--- src/rtl/dmt_pkg.sv ---
`default_nettype none
package dmt_pkg;

	localparam int TABLE_ENTRIES = 32;
	localparam int INTERLACE_BIT = 4;
	localparam int IDX_W = (TABLE_ENTRIES > 1) ? $clog2(TABLE_ENTRIES) : 1;
	localparam int CNT_W = $clog2(TABLE_ENTRIES + 1);
	localparam int SLOT_W = 5;
	localparam int TOL_W = 20;
	localparam int ADDR_W = 3;

	localparam logic REG_TOLERANCE = 1'b0;

	typedef enum logic [1:0] {
		CMD_CLEAR = 2'd0,
		CMD_ADD   = 2'd1,
		CMD_NEAR  = 2'd2,
		CMD_EXACT = 2'd3
	} cmd_t;

	typedef enum logic [1:0] {
		STAT_OK   = 2'd0,
		STAT_FULL = 2'd1,
		STAT_MISS = 2'd2
	} status_t;

	typedef enum logic [1:0] {
		ST_IDLE,
		ST_SCAN,
		ST_FINISH
	} state_t;

	typedef struct packed {
		logic [31:0] clock;
		logic [63:0] hor;
		logic [63:0] ver;
		logic [31:0] flags;
		logic [31:0] refresh;
		logic        dev;
	} entry_t;

	typedef struct packed {
		logic load;
		logic rd_en;
		logic finish;
	} ctrl_cmd_t;

	typedef struct packed {
		logic start_clear;
		logic rd_more;
		logic pend;
		logic hit;
	} dp_stat_t;

endpackage
`default_nettype wire

--- src/rtl/dmt_regs.sv ---
`default_nettype none
module dmt_regs (
	input  wire logic                          clk,
	input  wire logic                          arst_n,
	input  wire logic                          psel,
	input  wire logic                          penable,
	input  wire logic                          pwrite,
	input  wire logic [dmt_pkg::ADDR_W-1:0]    paddr,
	input  wire logic [31:0]                   pwdata,
	output logic      [31:0]                   prdata,
	output logic                               pready,
	output logic      [dmt_pkg::TOL_W-1:0]     tolerance
);

	logic [dmt_pkg::TOL_W-1:0] tol_q;
	logic                      sel_tol;

	assign sel_tol = (paddr[2] == dmt_pkg::REG_TOLERANCE);
	assign pready = 1'b1;
	assign tolerance = tol_q;

	always_ff @(posedge clk or negedge arst_n) begin
		if (!arst_n) begin
			tol_q <= dmt_pkg::TOL_W'(100);
		end else if (psel && penable && pwrite && pready && sel_tol) begin
			tol_q <= pwdata[dmt_pkg::TOL_W-1:0];
		end
	end

	always_comb begin
		prdata = '0;
		if (sel_tol) begin
			prdata = {{(32 - dmt_pkg::TOL_W){1'b0}}, tol_q};
		end
	end

endmodule
`default_nettype wire

--- config.mk ---
export PLATFORM = sky130hd
export DESIGN_NAME = dmt_regs
export DESIGN_NICKNAME = d
export VERILOG_FILES = /design/src/rtl/dmt_pkg.sv /design/src/rtl/dmt_regs.sv
export SDC_FILE = /design/constraint.sdc
export NUM_CORES = 1
export LEC_CHECK = 0
export BUFFER_PORTS_ARGS = -buffer_cell sky130_fd_sc_hd__buf_2
export CAP_MARGIN = 0
export CORE_MARGIN = 1
export CORE_UTILIZATION = 34
export DETAILED_ROUTE_END_ITERATION = 10
export PLACE_DENSITY_LB_ADDON = 0.15
export SKIP_LAST_GASP = 1
export SLEW_MARGIN = 20
export SYNTH_ARGS = -nofsm -noshare
export SYNTH_HDL_FRONTEND = slang
export SYNTH_SLANG_ARGS = --single-unit
--- constraint.sdc ---
create_clock -name clk -period 0.8 [get_ports clk]
set_input_delay 0.04 -clock clk [delete_from_list [all_inputs] [get_ports clk]]
set_output_delay 0.04 -clock clk [all_outputs]
set_load 0.005 [all_outputs]
; After elaboration in Yosys (flattened, before gate mapping)
; Index checks and enable logic that the tools add are counted.
[totals]
out_inout_bits = 53
register_bits = 20
ramBits = 0
memories = 0
in_bits = 40
romBits = 0
latchBits = 0
[classes]
div_mod_pow = 0
mul = 0
muxes = 1
shifts = 0
n_eq_ne = 0
addsub = 0
reduce_logical = 3
n_lt_le_gt_ge = 0
n_bitwise = 1
[ops]
columns = operator, count
row1 = $mux 20, 1
row2 = $logic_and 1x1->1, 3
row3 = $not 1->1, 1

; Logic depth before layout (Yosys ltp)
[logic_depth]
ltp_word = 3
ltp_mapped = 3

; Worst setup path after synthesis
; No wires, ideal clock.
[synth_path]
kind = in2reg
start = in paddr[2] (netlist bit)
end = reg tol_q (netlist bit tolerance[0])
required_time_ps = 675
slack_ps = 26
arrival_time_ps = 649
setup_ps = 125
cell_stages = 3
path_cell_list = nand4b_4 buf_6 mux2_4
[synth_between]
elab_chain_cells = 2
[synth_rtl]
columns = item, line_no
row1 = start: declaration, dmt_regs.sv:8  ; input wire logic [dmt_pkg::ADDR_W-1:0] paddr,
row2 = $not 1->1, dmt_regs.sv:18  ; assign sel_tol = (paddr[2] == dmt_pkg::REG_TOLERANCE);
row3 = $logic_and 1x1->1, dmt_regs.sv:25  ; end else if (psel && penable && pwrite && pready && sel_tol) begin
row4 = end signal: assignment, dmt_regs.sv:24  ; tol_q <= dmt_pkg::TOL_W'(100);
row5 = end signal: assignment, dmt_regs.sv:26  ; tol_q <= pwdata[dmt_pkg::TOL_W-1:0];
row6 = end: declaration, dmt_regs.sv:15  ; logic [dmt_pkg::TOL_W-1:0] tol_q;
; Every way passes these cells.
; A chain may end at the register's enable or synchronous reset.

; Worst setup path in the final report
[layout_path]
start = reg tol_q (netlist bit tolerance[2])
end = out prdata[2]
[layout_between]
elab_chain_cells = 1
[layout_rtl]
columns = item, line_no
row1 = $mux 20, dmt_regs.sv:32  ; if (sel_tol) begin
row2 = end: declaration, dmt_regs.sv:10  ; output logic [31:0] prdata,
; Every way passes these cells.

==> flow_metrics.tcl <==
set metrics [dict create \
    crit_type "flip-flop to primary output" \
    grt_overflow 0 \
    final.setup.tns_ps -7447 \
    fmax_mhz 886.7 \
    cts_tree "done" \
    dr.pass1.iters 2 \
    cts_buffers 3 \
    final_util 0.5869 \
    drc 0 \
    skew_ps 0 \
    hp-class "input pin to asynchronous set/reset pin" \
    gp_congestion 0.6545 \
    io_buffer_count 65 \
    post_drt_wl_per_cell_um 11.27 \
    irDropWorstVdd_uv 947.4 \
    postSynth.asyncResetShare 1.000 \
    setup_ws_ps -327.8 \
    end_kind "primary output" \
    synth_top_area_share 0.3908 \
    cts-htree-levels 1 \
    cts.sinks 20 \
    critical_path.max_stage_delay_ps 560 \
    fin_crit_ps 1128 \
    gr-usage-all-layers 0.1394 \
    antenna_found_initial 0 \
    cp_num_buf_inv 1 \
    cp.required_ps 760 \
    antenna_left 0 \
    synth_edf_count 0 \
    ys_warn_count 0 \
    synth_cells 80 \
    rows 20 \
    area_delta_synth_final_pct 64.60 \
    num_antenna_cells 0 \
    clockBufferDepth 2 \
    startpoint_type "flip-flop" \
    ys_seq_elements 20 \
    worst_path_max_delay_cell "dfstp_2" \
    reg2reg_depth 3 \
    violations "negative setup slack" \
    largest_reg_flops 20 \
    netlist_top_cells_count "20 x mux2_4, 20 x nor2b_1, 17 x dfrtp_1" \
    slew_violations 0 \
    drt_iter0_drc 14 \
    via_per_inst 4.068 \
    pin_count 93 \
    cts-root-buf "clkbuf_4" \
    regToRegStartpoint "tolerance[19]" \
    fill_cells 270 \
    power_density_nw_per_um2 1883 \
    synth_area_leader_cell "dfrtp_1" \
    grt_pass1_wl_um 3588 \
    vias 903 \
    clk_latency_ps 290 \
    yosysUniqueCellTypes 9 \
    setup_viol 50 \
    grt_pass1_vias 838 \
    crit_family "flip-flops" \
    nets 219 \
    netlist_area_um2 1089 \
    synth_seq_area_share 0.4632 \
    hold_viol_final 0 \
    synthTopCellsByArea "dfrtp_1 39%, mux2_4 28%, nor2b_1 11%" \
    leakage_nw 1.002 \
    final_cell_area_um2 1792 \
    chipWidth_um 58.58 \
    ys.flop_type "dfrtp_1" \
    grt_max_degree 21 \
    maxCapViolCount 0 \
    drive_gt1_frac 0.6011 \
    critPathArrivalTime_ps 1090 \
    crit_chain "nor2b_1 > buf_2" \
    period_share 1.410 \
    placed_cell_area_um2 1410 \
    r2r-end "tolerance[19]" \
    status "complete, but fails checks" \
    rsz0062_at_grt "true" \
    avgSynthCellArea_um2 13.61 \
    start_util 0.3566 \
    holdWs_ps 198.2 \
    clk_pin_slew_ps 120 \
    reg2reg_slack_ps -190 \
    die_h_um 58.58 \
    core_um2 3053 \
    dp_slack_ps -132.7 \
    die_area_um2 3432 \
    path_max_fanout 3 \
    routed_wl_um 2503 \
]
-- cells by family after synthesis --
kind of cell  count (synthesis)  synth area share
buf+inv                      17            0.1172
flops                        20            0.4632
other cells                   2          0.006899
simple gates                 21            0.1368
mux                          20            0.2759
-- final cells by class --
class                   count  area [µm²]  share of cell area
clock buffers               4       36.28             0.02025
multi-input cells          54       498.0              0.2779
flip-flops and latches     20       504.2              0.2814
well taps                  44       55.05             0.03073
repair buffers            100       698.2              0.3897
-- worst max path at each step --
stage                            start       endpoint  slack, ps  cells past startpoint
after floorplan               paddr[2]   tolerance[0]         30                      3
after global placement        paddr[2]  tolerance[13]       -120                      4
after detailed placement      paddr[2]  tolerance[17]       -130                      4
after CTS                 tolerance[2]      prdata[2]       -330                      2
after global routing      tolerance[5]      prdata[5]       -410                      2
final                     tolerance[2]      prdata[2]       -330                      2
-- layout by cell type, fill, tap and decap left out, types with 3 or more instances in the layout --
master / count
buf_2: 62
dlygate4sd3_1: 21
nor2b_1: 20
mux2_4: 20
dfrtp_1: 17
conb_1: 13
buf_6: 10
buf_4: 6
clkbuf_4: 3
dfstp_2: 3
-- metal layers --
metal  track usage  vias up  share of wire  wire [µm]
met5             0        -              0          0
met4       0.05102        0         0.0068         17
met3       0.02637        2          0.051        127
met2        0.2479       40           0.53       1339
met1        0.1676      433           0.41       1018
li1              -      428              -          -
-- power breakdown --
part | switching, mW | total (mW) | leakage, nW | internal [mW]
clock | 0.300 | 0.578 | 0.0210 | 0.277
combinational | 0.407 | 1.37 | 0.746 | 0.964
sequential | 0.167 | 1.43 | 0.236 | 1.26
total | 0.875 | 3.37 | 1.00 | 2.50
-- timing repair --
action	4_1_cts	5_1_grt
hold endpoints to repair	37	0
hold buffers	21	0
setup buffers	7	5
gates resized for setup	2	8
setup endpoints to repair	40	49
-- through the flow --
stage,std cells,power [mW]
finish,222,3.374
global route,222,3.566
CTS,217,3.227
detailed placement,185,2.431
global placement,185,2.420
floorplan,91,1.995
Note: power is estimated with default switching activity, not from simulation.
