**src/rtl/dmt_pkg.sv**
```systemverilog
`default_nettype none
package dmt_pkg;

	localparam int TABLE_ENTRIES = 32;
	localparam int INTERLACE_BIT = 4;
	localparam int IDX_W = (TABLE_ENTRIES > 1) ? $clog2(TABLE_ENTRIES) : 1;
	localparam int CNT_W = $clog2(TABLE_ENTRIES + 1);
	localparam int SLOT_W = 5;
	localparam int TOL_W = 20;
	localparam int ADDR_W = 3;

	localparam logic REG_TOLERANCE = 1'b0;

	typedef enum logic [1:0] {
		CMD_CLEAR = 2'd0,
		CMD_ADD   = 2'd1,
		CMD_NEAR  = 2'd2,
		CMD_EXACT = 2'd3
	} cmd_t;

	typedef enum logic [1:0] {
		STAT_OK   = 2'd0,
		STAT_FULL = 2'd1,
		STAT_MISS = 2'd2
	} status_t;

	typedef enum logic [1:0] {
		ST_IDLE,
		ST_SCAN,
		ST_FINISH
	} state_t;

	typedef struct packed {
		logic [31:0] clock;
		logic [63:0] hor;
		logic [63:0] ver;
		logic [31:0] flags;
		logic [31:0] refresh;
		logic        dev;
	} entry_t;

	typedef struct packed {
		logic load;
		logic rd_en;
		logic finish;
	} ctrl_cmd_t;

	typedef struct packed {
		logic start_clear;
		logic rd_more;
		logic pend;
		logic hit;
	} dp_stat_t;

endpackage
`default_nettype wire

```
**src/rtl/dmt_ctrl.sv**
```systemverilog
`default_nettype none
module dmt_ctrl (
	input  wire logic               clk,
	input  wire logic               arst_n,
	input  wire logic               start,
	input  wire dmt_pkg::dp_stat_t  stat,
	output logic                    busy,
	output dmt_pkg::ctrl_cmd_t      ctl
);

	dmt_pkg::state_t state_q, state_d;

	always_ff @(posedge clk or negedge arst_n) begin
		if (!arst_n) begin
			state_q <= dmt_pkg::ST_IDLE;
		end else begin
			state_q <= state_d;
		end
	end

	always_comb begin
		state_d = state_q;
		case (state_q)
			dmt_pkg::ST_IDLE: begin
				if (start) begin
					state_d = stat.start_clear ? dmt_pkg::ST_FINISH : dmt_pkg::ST_SCAN;
				end
			end
			dmt_pkg::ST_SCAN: begin
				if (stat.hit || (!stat.rd_more && !stat.pend)) begin
					state_d = dmt_pkg::ST_FINISH;
				end
			end
			dmt_pkg::ST_FINISH: begin
				state_d = dmt_pkg::ST_IDLE;
			end
			default: begin
				state_d = dmt_pkg::ST_IDLE;
			end
		endcase
	end

	always_comb begin
		busy = 1'b1;
		ctl = '0;
		case (state_q)
			dmt_pkg::ST_IDLE: begin
				busy = 1'b0;
				ctl.load = start;
			end
			dmt_pkg::ST_SCAN: begin
				ctl.rd_en = stat.rd_more && !stat.hit;
			end
			dmt_pkg::ST_FINISH: begin
				ctl.finish = 1'b1;
			end
			default: begin
				busy = 1'b1;
			end
		endcase
	end

endmodule
`default_nettype wire

```
**config.mk**
```make
export PLATFORM = sky130hd
export DESIGN_NAME = dmt_ctrl
export DESIGN_NICKNAME = d
export VERILOG_FILES = /design/src/rtl/dmt_pkg.sv /design/src/rtl/dmt_ctrl.sv
export SDC_FILE = /design/constraint.sdc
export NUM_CORES = 1
export LEC_CHECK = 0
export BUFFER_PORTS_ARGS = -buffer_cell sky130_fd_sc_hd__buf_4
export CORE_AREA = 2 2 39 41
export CTS_BUF_LIST = sky130_fd_sc_hd__clkbuf_16
export CTS_CLUSTER_SIZE = 14
export DETAILED_ROUTE_END_ITERATION = 6
export DIE_AREA = 0 0 41 43
export SLEW_MARGIN = 25
export SYNTH_ARGS = -nofsm -noshare
export SYNTH_HDL_FRONTEND = slang
export SYNTH_SLANG_ARGS = --single-unit
export TNS_END_PERCENT = 1
```
**constraint.sdc**
```tcl
create_clock -name clk -period 2.5 [get_ports clk]
set_clock_uncertainty 0.1 [all_clocks]
set_input_delay 0.125 -clock clk [delete_from_list [all_inputs] [get_ports clk]]
set_output_delay 0.125 -clock clk [all_outputs]
set_load 0.01 [all_outputs]
```
Yosys cells after proc, flatten, opt, wreduce, memory -nomap -nowiden. Index checks and enable logic that the tools add are counted.

Register bits after elaboration: 2. Input bits: 7. Output and inout port bits: 4. Logic and storage cells: 21.

Equal/unequal tests: 4. Muxes and demuxes: 8. Reduce and logical (&&, ||, !) cells: 8.

Operators by type and width (number): 2-to-1 mux 2 bit (3); 2-to-1 mux 1 bit (4); inequality test 2 bit, second input constant (2); one-hot mux 2 bit (2 select lines) (1); zero test 1 bit (3); equality test 2 x 1 -> 1 bit, second input constant (1); equality test 2 bit, second input constant (1); logical AND 1 bit (2); zero test 2 bit (1); AND reduction 2 bit (1); logical OR 1 bit (1).

Logic depth before layout (Yosys ltp).
Depth in word-level cells: 5. Gate-level depth with buffers: 2. Depth with buffers taken out: 2.

Least setup slack after synthesis. Ideal clock, no wire load.

Path kind: register to output. From: register state_q[1]. To: output port ctl[1] (netlist bit). Arrival: 0.806 ns. Required time: 2.275 ns. Slack: 1.469 ns. Stages on the path, launching flop included: 3. Path buffers: 0. Cell sequence: dfrtp_1 -> nor3b_2 -> and2_1.

RTL lines: start: declaration (RTL line dmt_ctrl.sv:11) `dmt_pkg::state_t state_q, state_d;`; start signal: assignment (RTL line dmt_ctrl.sv:15) `state_q <= dmt_pkg::ST_IDLE;`; start signal: assignment (RTL line dmt_ctrl.sv:17) `state_q <= state_d;`; end: declaration (RTL line dmt_ctrl.sv:8) `output dmt_pkg::ctrl_cmd_t ctl`.

==> reports/results.tsv <==
metric	value	unit
final hold vios	0	
vias in the first global route	128	
CP Cell Sequence	nor3b_2, and2_1, buf_4	
Site Rows	14	
Worst Path Required	2280	ps
Ports	11	
DIE AREA	0.00176	mm2
Skew-Pair Late Insertion Delay	220	ps
count of final setup violators	0	
initial antenna violation count	0	
slew margin rel.	86.5	%
Seq. cell area	50.0	um2
register area share after synthesis	39.6	%
effective utilization at floorplan	9.13	%
reg2reg start	state_q[0]$_DFFE_PN0P_	
routability cong.	0.531	
pwr/cell area	1080	mW/mm2
Final period util	56.0	%
H-tree levels	1	
WL final	354	um
Setup Crit Path Kind	reg2out	
Residual DRC	0	
initial drt markers	9	
CP Launch Type	register	
Fin Setup TNS	0	ps
arrival time of the worst setup path	1180	ps
ANT nets after route	0	
CTS Buf Count	3	
number of cells on the worst hold path	3	
Post-layout nets	35	
Ys Warns	0	
synth-to-layout area growth	143	%
gr usage total	5.23	%
clock root buffer	clkbuf_16	
Post-DP HPWL	264	um
FILL cells	145	
Sinks on Clock Net	2	
Synth Area in Simple Gates	39.6	%
TritonCTS clock tree	yes	
instance count on the critical path	3	
Lkg Pwr	0.000147	uW
postcts setup bufs	0	
via count	147	
ANT cells	0	
f_max	714	MHz
DR WL/cell	8.43	um
pin count of the biggest net entering global routing	6	
status	finished clean	
register bank with the most flops	state_q	
largest family of logic cells by synthesized area	simple AND/OR/NAND/NOR gates	
Synth Net Count	19	
Worst Setup SP	state_q[1]$_DFFE_PN0P_	
layout cells sized above 1	65.4	%
Synth Cell Area	126	um2
CP top delay family	simple AND/OR/NAND/NOR gates	
die span in x	41	um
Worst IR Drop VDD	288	uV
die height	43	um
via-per-instance ratio	3.50	
post-synthesis xor/xnor area fraction	0	%
max_cap viols	0	
cell count after synthesis	12	
Critical Path End Type	output port	
CP max FO	5	
first-pass GRT wire length	483	um
post-synthesis register bit count	2	
reg2reg path depth	2	
Worst path max stage delay	420	ps
highest-delay cell along the critical path	dfrtp_1	
worst-case clock buffer depth	2	
Final Total Pwr	331	uW
syn avg cell area	10.5	um2
gr ovfl total	0	
Synth Area in Compound Gates	17.8	%
area share of fa/ha/maj cells after synthesis	0	%
router iterations before antenna repair	4	
port bufs	10	
mux share of post-synthesis cell area	0	%
Largest regs	state_q (2)	
Distinct cells, synth	10	
Worst-Margin Slew	201	ps
Final Critical Period	1400	ps
Max Slew Vio Count	0	
hold path start	stat[1]	
Crit path buffers/inverters	1	
unrepaired setup endpoints after global routing	no	
area of the core	0.00138	mm2
multi-input logic area	72.6	um2
Clock transition at path regs	30	ps
Largest register FFs	2	
worst min path class	in2reg	
-- worst min-delay path, delay by kind of cell --
family,cells,cell delay [ps]
compound gates,1,70
buf+inv,1,70
simple gates,1,110
-- stage by stage --
stage | setup slack [ps] | std cells | area [um2] | util (%) | hold slack (ps)
3_3_place_gp | 1340 | 38 | 221 | 16.0 | -191
3_5_place_dp | 1320 | 38 | 221 | 16.0 | -191
2_1_floorplan | 1470 | 12 | 126 | - | -271
6_report | 1100 | 42 | 307 | 22.2 | 111
4_1_cts | 1080 | 42 | 307 | 22.2 | 109
5_1_grt | 1060 | 42 | 307 | 22.2 | 125
-- cell families (layout without fill, tap and decap cells) --
kind of cell,after synthesis,after routing
buffers and inverters,1,15
DFF,2,2
and+or+nand+nor,6,6
AOI/OAI and AO/OA,3,3
-- cell usage in the layout, fill, tap and decap left out, drive strengths merged, types with 2 or more instances in the layout --
cell type / instances
buf: 10
clkbuf: 3
dfrtp: 2
nor3b: 2
or2: 2
-- power breakdown --
group | leakage, uW | switching, uW | internal (uW) | total (uW)
registers | 0.0000259 | 7.95 | 37.8 | 45.7
logic | 0.0000846 | 17.2 | 30.6 | 47.8
clock network | 0.0000370 | 34.2 | 203 | 237
total | 0.000147 | 59.3 | 272 | 331
-- Yosys cell counts --
cell	number	share of area, %
inv_1	1	3.0
dfrtp_1	2	40
a21oi_1	1	4.0
nor2b_1	1	5.0
a22o_2	1	7.9
or2_1	1	5.0
and2_1	1	5.0
a211oi_1	1	5.9
or2_2	1	5.0
nor3b_2	2	20
-- area by class of cell --
| class | count | share of cell area [%] |
|---|---|---|
| multi-input combinational | 9 | 23.7 |
| inverter | 1 | 1.22 |
| tap | 16 | 6.53 |
| sequential | 2 | 16.3 |
| timing repair buffer | 11 | 27.8 |
| clock buffer | 3 | 24.5 |
-- metal layers --
layer | vias up | GRT usage (%) | routed length, um
li1 | 72 | - | -
met1 | 61 | 5.81 | 176
met2 | 12 | 4.06 | 120
met3 | 2 | 1.57 | 38
met4 | 0 | 12.0 | 19
met5 | - | 0 | 0
-- worst paths after layout --
check,slack [ps],endpoint
max in group asynchronous,2080,state_q[0]$_DFFE_PN0P_
worst max register to register,1450,state_q[0]$_DFFE_PN0P_
worst min register to register,440,state_q[1]$_DFFE_PN0P_
worst max-delay path,1100,ctl[1]
worst min-delay path,110,state_q[1]$_DFFE_PN0P_
min in group asynchronous,130,state_q[1]$_DFFE_PN0P_
-- timing repair --
action,CTS,global route
resized for setup,0,0
endpoints found under the setup margin,0,0
endpoints found under the hold margin,2,0
hold buffers,1,0
Note: power is estimated with default switching activity, not from simulation.
